### src/design/tmms_pkg.sv
// ----------------------------------------------------------------------------
// tmms_pkg
// Types, codes and helpers shared by the two-motor move sequencer.
// ----------------------------------------------------------------------------
package tmms_pkg;

   localparam int COUNT_BITS_DEF = 32;
   localparam int SPEED_W        = 8;
   localparam int AMOUNT_W       = 32;
   localparam int DUTY_W         = 12;
   localparam int WORD_W         = 13;
   localparam int CPC_W          = 16;
   localparam int CSR_ADDR_W     = 2;
   localparam int CSR_DATA_W     = 32;
   localparam int NUM_CH         = 4;

   localparam logic [CPC_W-1:0]      CPC_RESET  = 16'd30;
   localparam logic [DUTY_W-1:0]     DUTY_FULL  = 12'd4095;
   localparam logic [WORD_W-1:0]     WORD_FULL  = 13'd4096;
   localparam logic [CSR_ADDR_W-1:0] ADDR_CPC   = 2'd0;

   typedef enum logic [2:0] {
      OP_TICK   = 3'd0,
      OP_ENC1   = 3'd1,
      OP_ENC2   = 3'd2,
      OP_STOP   = 3'd3,
      OP_DRIVE  = 3'd4,
      OP_DIST   = 3'd5,
      OP_TIMED  = 3'd6,
      OP_ROTATE = 3'd7
   } op_type;

   typedef struct packed {
      op_type                opcode;
      logic [SPEED_W-1:0]    speed;
      logic                  reverse;
      logic [AMOUNT_W-1:0]   amount;
   } req_type;

   typedef struct packed {
      logic [WORD_W-1:0] on_time;
      logic [WORD_W-1:0] off_time;
   } word_pair_type;

   typedef struct packed {
      word_pair_type [NUM_CH-1:0] ch;
      logic                       moving;
      logic                       stopped_now;
   } rsp_type;

   function automatic word_pair_type encode_duty(input logic [DUTY_W-1:0] d);
      word_pair_type w;
      if (d >= DUTY_FULL) begin
         w.on_time  = WORD_FULL;
         w.off_time = '0;
      end else if (d == '0) begin
         w.on_time  = '0;
         w.off_time = WORD_FULL;
      end else begin
         w.on_time  = {1'b0, DUTY_FULL - d};
         w.off_time = '0;
      end
      return w;
   endfunction

endpackage

### src/design/tmms_csr.sv
// ----------------------------------------------------------------------------
// tmms_csr
// Register port holding the encoder counts per centimetre.
// ----------------------------------------------------------------------------
module tmms_csr (
   input  logic                              clock,
   input  logic                              reset,
   input  logic                              csr_psel,
   input  logic                              csr_penable,
   input  logic                              csr_pwrite,
   input  logic [tmms_pkg::CSR_ADDR_W-1:0]   csr_paddr,
   input  logic [tmms_pkg::CSR_DATA_W-1:0]   csr_pwdata,
   output logic [tmms_pkg::CSR_DATA_W-1:0]   csr_prdata,
   output logic                              csr_pready,
   output logic [tmms_pkg::CPC_W-1:0]        counts_per_cm
);
   import tmms_pkg::*;

   logic [CPC_W-1:0] cpc_ff;
   logic [CPC_W-1:0] cpc_in;
   logic             wr_hit;

   assign csr_pready = 1'b1;
   assign wr_hit = csr_psel && csr_penable && csr_pwrite && csr_pready
                   && (csr_paddr == ADDR_CPC);

   always_comb begin
      cpc_in = cpc_ff;
      if (wr_hit) begin
         cpc_in = csr_pwdata[CPC_W-1:0];
      end
   end

   always_ff @(posedge clock) begin
      if (reset) begin
         cpc_ff <= CPC_RESET;
      end else begin
         cpc_ff <= cpc_in;
      end
   end

   assign csr_prdata = (csr_paddr == ADDR_CPC) ?
                       {{(CSR_DATA_W-CPC_W){1'b0}}, cpc_ff} : '0;
   assign counts_per_cm = cpc_ff;

endmodule

### src/design/tmms_in_stage.sv
// ----------------------------------------------------------------------------
// tmms_in_stage
// Input register for requests; refills in the cycle it drains.
// ----------------------------------------------------------------------------
module tmms_in_stage (
   input  logic               clock,
   input  logic               reset,
   input  logic               req_valid,
   output logic               req_ready,
   input  tmms_pkg::req_type  req_item,
   input  logic               take,
   output logic               item_valid,
   output tmms_pkg::req_type  item
);
   import tmms_pkg::*;

   logic    valid_ff;
   logic    valid_in;
   req_type item_ff;
   req_type item_in;

   assign req_ready = !valid_ff || take;

   always_comb begin
      valid_in = valid_ff;
      item_in  = item_ff;
      if (req_ready) begin
         valid_in = req_valid;
         item_in  = req_item;
      end
   end

   always_ff @(posedge clock) begin
      if (reset) begin
         valid_ff <= 1'b0;
      end else begin
         valid_ff <= valid_in;
      end
      item_ff <= item_in;
   end

   assign item_valid = valid_ff;
   assign item       = item_ff;

endmodule

### src/design/tmms_core.sv
// ----------------------------------------------------------------------------
// tmms_core
// Move state, next-state logic and the result register.
// ----------------------------------------------------------------------------
module tmms_core #(
   parameter int COUNT_BITS = tmms_pkg::COUNT_BITS_DEF
) (
   input  logic                        clock,
   input  logic                        reset,
   input  logic                        item_valid,
   input  tmms_pkg::req_type           item,
   input  logic [tmms_pkg::CPC_W-1:0]  counts_per_cm,
   output logic                        take,
   output logic                        rsp_valid,
   input  logic                        rsp_ready,
   output tmms_pkg::rsp_type           rsp
);
   import tmms_pkg::*;

   localparam int PROD_W = CPC_W + AMOUNT_W;

   logic [COUNT_BITS-1:0]           cnt1_ff, cnt1_in, cnt2_ff, cnt2_in;
   logic [COUNT_BITS-1:0]           target_ff, target_in;
   logic                            dist_armed_ff, dist_armed_in;
   logic [AMOUNT_W-1:0]             time_left_ff, time_left_in;
   logic                            time_armed_ff, time_armed_in;
   logic [NUM_CH-1:0][DUTY_W-1:0]   duty_ff, duty_in;
   logic                            out_valid_ff, out_valid_in;
   rsp_type                         rsp_ff, rsp_in;

   logic [DUTY_W-1:0]               duty;
   logic [PROD_W-1:0]               prod;
   logic [COUNT_BITS+PROD_W-1:0]    prod_ext;
   logic [COUNT_BITS-1:0]           cnt1_inc, cnt2_inc;
   logic [AMOUNT_W-1:0]             time_dec;
   logic                            zero_move;
   logic                            halt;

   assign take = item_valid && (!out_valid_ff || rsp_ready);

   assign duty      = {item.speed, 4'b0000};
   assign prod      = PROD_W'(counts_per_cm) * PROD_W'(item.amount);
   assign prod_ext  = {{COUNT_BITS{1'b0}}, prod};
   assign cnt1_inc  = cnt1_ff + COUNT_BITS'(1);
   assign cnt2_inc  = cnt2_ff + COUNT_BITS'(1);
   assign time_dec  = (time_left_ff != '0) ? time_left_ff - AMOUNT_W'(1) : time_left_ff;
   assign zero_move = (item.amount == '0) || (item.speed == '0);

   always_comb begin
      cnt1_in       = cnt1_ff;
      cnt2_in       = cnt2_ff;
      target_in     = target_ff;
      dist_armed_in = dist_armed_ff;
      time_left_in  = time_left_ff;
      time_armed_in = time_armed_ff;
      duty_in       = duty_ff;
      halt          = 1'b0;
      case (item.opcode)
         OP_TICK: begin
            if (time_armed_ff) begin
               time_left_in = time_dec;
               halt = (time_dec == '0);
            end
         end
         OP_ENC1: begin
            cnt1_in = cnt1_inc;
            halt = dist_armed_ff && (cnt1_inc == target_ff);
         end
         OP_ENC2: begin
            cnt2_in = cnt2_inc;
            halt = dist_armed_ff && (cnt2_inc == target_ff);
         end
         OP_STOP: begin
            halt = 1'b1;
         end
         OP_DRIVE: begin
            dist_armed_in = 1'b0;
            time_armed_in = 1'b0;
            duty_in = item.reverse ? {duty, 12'd0, 12'd0, duty} : {12'd0, duty, duty, 12'd0};
         end
         OP_DIST: begin
            if (zero_move) begin
               halt = 1'b1;
            end else begin
               cnt1_in       = '0;
               cnt2_in       = '0;
               target_in     = prod_ext[COUNT_BITS-1:0];
               dist_armed_in = 1'b1;
               time_armed_in = 1'b0;
               duty_in = item.reverse ? {duty, 12'd0, 12'd0, duty}
                                      : {12'd0, duty, duty, 12'd0};
            end
         end
         OP_TIMED: begin
            if (zero_move) begin
               halt = 1'b1;
            end else begin
               cnt1_in       = '0;
               cnt2_in       = '0;
               dist_armed_in = 1'b0;
               time_left_in  = item.amount;
               time_armed_in = 1'b1;
               duty_in = item.reverse ? {duty, 12'd0, 12'd0, duty}
                                      : {12'd0, duty, duty, 12'd0};
            end
         end
         OP_ROTATE: begin
            if (zero_move) begin
               halt = 1'b1;
            end else begin
               dist_armed_in = 1'b0;
               time_left_in  = item.amount;
               time_armed_in = 1'b1;
               duty_in = item.reverse ? {duty, 12'd0, duty, 12'd0}
                                      : {12'd0, duty, 12'd0, duty};
            end
         end
         default: begin
            halt = 1'b0;
         end
      endcase
      if (halt) begin
         dist_armed_in = 1'b0;
         time_armed_in = 1'b0;
         duty_in       = '0;
      end
      // channel index 3 is m1a, down to 0 for m2b
      rsp_in.ch[3]       = encode_duty(duty_in[3]);
      rsp_in.ch[2]       = encode_duty(duty_in[2]);
      rsp_in.ch[1]       = encode_duty(duty_in[1]);
      rsp_in.ch[0]       = encode_duty(duty_in[0]);
      rsp_in.moving      = |duty_in;
      rsp_in.stopped_now = (|duty_ff) && !(|duty_in);

      out_valid_in = out_valid_ff;
      if (rsp_ready) begin
         out_valid_in = 1'b0;
      end
      if (take) begin
         out_valid_in = 1'b1;
      end
   end

   always_ff @(posedge clock) begin
      if (reset) begin
         cnt1_ff       <= '0;
         cnt2_ff       <= '0;
         target_ff     <= '0;
         dist_armed_ff <= 1'b0;
         time_left_ff  <= '0;
         time_armed_ff <= 1'b0;
         duty_ff       <= '0;
         out_valid_ff  <= 1'b0;
      end else begin
         if (take) begin
            cnt1_ff       <= cnt1_in;
            cnt2_ff       <= cnt2_in;
            target_ff     <= target_in;
            dist_armed_ff <= dist_armed_in;
            time_left_ff  <= time_left_in;
            time_armed_ff <= time_armed_in;
            duty_ff       <= duty_in;
         end
         out_valid_ff <= out_valid_in;
      end
      if (take) begin
         rsp_ff <= rsp_in;
      end
   end

   assign rsp_valid = out_valid_ff;
   assign rsp       = rsp_ff;

   a_arms_exclusive: assert property (@(posedge clock) disable iff (reset)
      !(dist_armed_ff && time_armed_ff))
      else $error("distance and time both armed");

   a_moving_matches: assert property (@(posedge clock) disable iff (reset)
      out_valid_ff |-> (rsp_ff.moving == (|duty_ff)))
      else $error("moving flag disagrees with duties");

   a_stop_clears: assert property (@(posedge clock) disable iff (reset)
      (take && item.opcode == OP_STOP) |=>
      (!dist_armed_ff && !time_armed_ff && duty_ff == '0))
      else $error("stop left the drive active");

   a_dist_start: assert property (@(posedge clock) disable iff (reset)
      (take && item.opcode == OP_DIST && !zero_move) |=>
      (cnt1_ff == '0 && cnt2_ff == '0 && dist_armed_ff))
      else $error("distance move did not clear counts");

endmodule

### src/design/two_motor_move_sequencer.sv
// ----------------------------------------------------------------------------
// two_motor_move_sequencer
// Command, tick and encoder sequencer for a two-motor H-bridge drive.
//
//   port group   direction   contents
//   req_*        in          opcode (tuser), speed/reverse/amount (tdata)
//   rsp_*        out         four channel on/off words, moving, stopped_now
//   csr_*        in/out      counts_per_cm at byte address 0
//
// one request per cycle while the result is not stalled
// input register, then state update and result register in one pass
// reset clears counts, arms, duties and both valid flags
// a stalled result holds; one further request waits in the input register
// ----------------------------------------------------------------------------
module two_motor_move_sequencer #(
   parameter int COUNT_BITS = tmms_pkg::COUNT_BITS_DEF
) (
   input  logic                              clock,
   input  logic                              reset,
   input  logic                              req_tvalid,
   output logic                              req_tready,
   // speed [7:0], reverse [8], amount [40:9], zero fill [47:41]
   input  logic [47:0]                       req_tdata,
   // opcode [2:0]
   input  logic [2:0]                        req_tuser,
   output logic                              rsp_tvalid,
   input  logic                              rsp_tready,
   // m1a_on, m1a_off, m1b_on, m1b_off, m2a_on, m2a_off, m2b_on, m2b_off
   // (13 bits each from bit 0), moving [104], stopped_now [105], zero fill
   output logic [111:0]                      rsp_tdata,
   input  logic                              csr_psel,
   input  logic                              csr_penable,
   input  logic                              csr_pwrite,
   input  logic [tmms_pkg::CSR_ADDR_W-1:0]   csr_paddr,
   input  logic [tmms_pkg::CSR_DATA_W-1:0]   csr_pwdata,
   output logic [tmms_pkg::CSR_DATA_W-1:0]   csr_prdata,
   output logic                              csr_pready
);
   import tmms_pkg::*;

   req_type           req_item;
   req_type           item;
   rsp_type           rsp;
   logic              item_valid;
   logic              take;
   logic [CPC_W-1:0]  counts_per_cm;

   assign req_item.opcode  = op_type'(req_tuser);
   assign req_item.speed   = req_tdata[7:0];
   assign req_item.reverse = req_tdata[8];
   assign req_item.amount  = req_tdata[40:9];

   tmms_csr u_csr (
      .clock         (clock),
      .reset         (reset),
      .csr_psel      (csr_psel),
      .csr_penable   (csr_penable),
      .csr_pwrite    (csr_pwrite),
      .csr_paddr     (csr_paddr),
      .csr_pwdata    (csr_pwdata),
      .csr_prdata    (csr_prdata),
      .csr_pready    (csr_pready),
      .counts_per_cm (counts_per_cm)
   );

   tmms_in_stage u_in (
      .clock      (clock),
      .reset      (reset),
      .req_valid  (req_tvalid),
      .req_ready  (req_tready),
      .req_item   (req_item),
      .take       (take),
      .item_valid (item_valid),
      .item       (item)
   );

   tmms_core #(
      .COUNT_BITS (COUNT_BITS)
   ) u_core (
      .clock         (clock),
      .reset         (reset),
      .item_valid    (item_valid),
      .item          (item),
      .counts_per_cm (counts_per_cm),
      .take          (take),
      .rsp_valid     (rsp_tvalid),
      .rsp_ready     (rsp_tready),
      .rsp           (rsp)
   );

   assign rsp_tdata = {6'd0, rsp.stopped_now, rsp.moving,
                       rsp.ch[0].off_time, rsp.ch[0].on_time,
                       rsp.ch[1].off_time, rsp.ch[1].on_time,
                       rsp.ch[2].off_time, rsp.ch[2].on_time,
                       rsp.ch[3].off_time, rsp.ch[3].on_time};

endmodule
### config.mk
export PLATFORM = sky130hd
export DESIGN_NAME = two_motor_move_sequencer
export DESIGN_NICKNAME = d
export VERILOG_FILES = /design/src/design/tmms_pkg.sv /design/src/design/tmms_csr.sv /design/src/design/tmms_in_stage.sv /design/src/design/tmms_core.sv /design/src/design/two_motor_move_sequencer.sv
export SDC_FILE = /design/constraint.sdc
export NUM_CORES = 2
export LEC_CHECK = 0
export ABC_CLOCK_PERIOD_IN_PS = 7000
export BUFFER_PORTS_ARGS = -buffer_cell sky130_fd_sc_hd__buf_4
export CORE_MARGIN = 2
export CORE_UTILIZATION = 28
export DETAILED_ROUTE_END_ITERATION = 10
export GPL_TIMING_DRIVEN = 1
export SLEW_MARGIN = 10
export SYNTH_ARGS = -nofsm -noshare
export SYNTH_HDL_FRONTEND = slang
export SYNTH_SLANG_ARGS = --single-unit
### constraint.sdc
create_clock -name clock -period 7 [get_ports clock]
set_input_delay 1.4 -clock clock [delete_from_list [all_inputs] [get_ports clock]]
set_output_delay 1.4 -clock clock [all_outputs]
set_load 0.05 [all_outputs]
==> flow_summary.json <==
{
  "finalCritPeriodShare_pct": 93.7,
  "ant_nets": 0,
  "synthCells": 3213,
  "core_area_mm2": 0.0970,
  "ys_ff_latch": 298,
  "hold_depth": 1,
  "drt_iter0_markers": 1656,
  "rrSetupSlack_ns": 0.44,
  "numCtsBuffers": 34,
  "nets": 3724,
  "dpl_worst_slack_ns": 0.445,
  "r2r-end": "u_core.target_ff[30]$_SDFFE_PP0P_",
  "setup_ws_ns": 0.439,
  "max_freq_ghz": 0.152,
  "synth_ff_type": "dfxtp_1",
  "comb_power_share_pct": 46.4,
  "clk_pin_slew_ns": 0.06,
  "io-pin-count": 239,
  "ys_seq_area_share_pct": 25.4,
  "crit_type": "register to register",
  "drt_pass1_iterations": 5,
  "drc": 0,
  "min_path_type": "register to register",
  "max_cap_viol_count": 0,
  "outcome": "finished, final reports clean",
  "start_util_pct": 28.3,
  "setup_viol": 0,
  "hold_viol_final": 0,
  "place.gp.congestion": 0.917,
  "placed_area_mm2": 0.0297,
  "synth_most_common_cell": "nand2_1",
  "die_h_um": 317,
  "power.internal_mw": 4.34,
  "finalSetupTns_ns": 0,
  "synth_edf_count": 102,
  "fin_hold_ws_ns": 0.454,
  "grt_util_all_layers_pct": 16.1,
  "hold_buffers": 0,
  "period_minus_slack_ns": 6.56,
  "clk_path_buf_depth": 3,
  "cts_tree": "yes",
  "vdd_ir_drop_max_v": 0.000178,
  "vias_per_cell": 4.99,
  "p_sw_share_pct": 39.7,
  "syn-mean-instance-area_um2": 8.55,
  "tightest_slew_ns": 1.12,
  "grt-ovfl-total": 0,
  "cts-resized-gates": 0,
  "root_buffer": "clkbuf_16",
  "clockPowerShare_pct": 26.1,
  "grt_start_max_net_pins": 67,
  "netlist_area_mm2": 0.0275,
  "worstPathMaxFanout": 9,
  "rows": 114,
  "drive_above_1_share_pct": 9.13,
  "synthTopCellsByArea": "fa_1, dfxtp_1, edfxtp_1, nand2_1, inv_1",
  "ys_top_cells_by_count": "nand2_1, inv_1, fa_1",
  "worst_setup_path_start_kind": "register",
  "wl_per_cell_um": 17.9,
  "die_w_um": 317,
  "fillers": 10200,
  "rsz0062_at_grt": "false",
  "h-tree-depth": 2,
  "finClkSkew_ns": 0.0240,
  "synth_top_area_share_pct": 22.1,
  "cp.required_ns": 7.41,
  "fin_area_mm2": 0.0309,
  "min-delay-start": "u_core.dist_armed_ff$_SDFFE_PP0P_",
  "pwr-share-seq_pct": 27.6,
  "synthArstFlopShare_pct": 0,
  "switchingPower_mw": 2.85,
  "yosys_warnings": 0,
  "min_to": "u_core.dist_armed_ff$_SDFFE_PP0P_",
  "clk_latency_ns": 0.56,
  "grt_pass1_vias": 22400,
  "critPathArrivalTime_ns": 6.97,
  "synth_largest_area_cell": "fa_1",
  "postCtsSetupRepairBufs": 0,
  "crit_path_end_kind": "register",
  "num_vias": 22800,
  "area_delta_synth_final_pct": 12.3,
  "p_per_area_mw_per_mm2": 233,
  "num_antenna_cells": 0,
  "slew_headroom_pct": 25.4,
  "timing.rr.start": "u_in.item[7]$_DFFE_PP_",
  "cts_sinks": 298,
  "drt_wl_total_um": 81900,
  "dp_hpwl_um": 61600,
  "rr_worst_depth": 21,
  "leakage_nw": 12.9,
  "grt_pass1_wl_um": 128000,
  "antenna_found_initial": 0,
  "dieArea_mm2": 0.101,
  "synth_cell_types": 85,
  "drv_slew": 0,
  "port_buffers": 144
}
-- routing by layer --
layer | share of wire (%) | routed length [um] | vias to the layer above | track usage, %
met4 | 3.1 | 2580 | 0 | 5.01
met5 | 0 | 0 | - | 0
met3 | 6.4 | 5230 | 154 | 2.71
met2 | 47 | 38400 | 734 | 26.4
li1 | - | - | 10700 | -
met1 | 44 | 35700 | 11200 | 21.8
-- sequential cells by signal, indices dropped and copies added (netlist names) --
signal                flops
u_csr.counts_per_cm      16
u_in.item                44
u_core.rsp               58
u_core.duty_ff           48
u_core.time_armed_ff      1
u_in.item_valid           1
u_core.target_ff         32
u_core.cnt1_ff           32
u_core.time_left_ff      32
u_core.rsp_valid          1
u_core.cnt2_ff           32
u_core.dist_armed_ff      1
-- power groups by stage --
stage               logic [mW]  clock network [mW]  registers [mW]
floorplan                 2.42                   0            2.02
global placement          3.29                   0            2.02
detailed placement        3.32                   0            2.02
CTS                       3.34                1.92            1.98
global route              3.77                1.99            1.99
finish                    3.34                1.88            1.98
-- cells in the final DEF, fill, tap and decap left out, types with 11 or more instances in the layout --
master and instances:
nand2_1 456, inv_1 354, fa_1 304, buf_4 222, and2_1 211, dfxtp_1 196, nor2_1 177, a21oi_1 175
o21ai_0 109, edfxtp_1 102, xnor2_1 85, conb_1 71, ha_1 68, nand3_1 66, nor3_1 58, nor4_1 41
xor2_1 40, nand4_1 38, and3_1 37, clkbuf_16 34, a211oi_1 27, a22oi_1 26, a31oi_1 24, a221oi_1 24
or3_1 22, a32o_1 21, or4_1 20, nand3b_1 20, a21o_1 19, and4_1 16, o31ai_1 15, nand2b_1 14
nor3b_1 13, nor2b_1 11
-- area by class of cell --
cell class	count	area [um^2]	share of cell area, %
sequential	298	6990	22.6
tap	1276	1600	5.17
inverter	355	1330	4.32
timing repair buffer	222	1670	5.40
clock inverter	20	270	0.876
multi-input combinational	2349	18100	58.6
clock buffer	42	911	2.95
-- cells by family (layout without fill, tap and decap cells) --
logic type,Yosys count,in the layout,share of synthesized area (%)
AND/OR/NAND/NOR,1236,1236,22.5
other,2,71,0.0273
multiplexers,11,11,0.410
buffers and inverters,635,639,9.83
flip-flops,298,298,25.4
XOR/XNOR,125,125,3.98
adder cells (fa/ha/maj),373,373,25.3
AO/OA/AOI/OAI,533,533,12.6
-- worst max path at each step --
stage                                                   start                                 to  slack [ns]  cells past startpoint
after floorplan                        u_in.item[7]$_DFFE_PP_  u_core.target_ff[24]$_SDFFE_PP0P_        0.96                     24
after global placement                 u_in.item[7]$_DFFE_PP_  u_core.target_ff[30]$_SDFFE_PP0P_        0.41                     21
after detailed placement               u_in.item[7]$_DFFE_PP_  u_core.target_ff[29]$_SDFFE_PP0P_        0.45                     22
after CTS                              u_in.item[7]$_DFFE_PP_  u_core.target_ff[30]$_SDFFE_PP0P_        0.41                     21
after global routing      u_csr.counts_per_cm[7]$_SDFFE_PP0P_  u_core.target_ff[30]$_SDFFE_PP0P_        0.06                     21
final                                  u_in.item[7]$_DFFE_PP_  u_core.target_ff[30]$_SDFFE_PP0P_        0.44                     21
-- critical path, cell delays in order (launching register included) --
cell and delay, ns:
edfxtp_1 0.71, buf_4 0.29, nand2_1 0.11, fa_1 0.56
inv_1 0.06, fa_1 0.55, fa_1 0.43, fa_1 0.46
fa_1 0.49, inv_1 0.05, fa_1 0.47, inv_1 0.05
ha_1 0.32, and3_1 0.22, nor2b_1 0.13, a221oi_1 0.34
a21oi_1 0.22, nor3_1 0.29, nor2_1 0.10, a31oi_1 0.21
mux2i_1 0.26, o31ai_1 0.10
-- through the flow --
step	utilization, %	std cells	total power [mW]
2_1_floorplan	-	3282	4.43
3_3_place_gp	30.6	4500	5.31
3_5_place_dp	30.6	4500	5.34
4_1_cts	31.8	4562	7.24
5_1_grt	31.8	4562	7.75
6_report	31.8	4562	7.19
(Power assumes the default switching activity.)
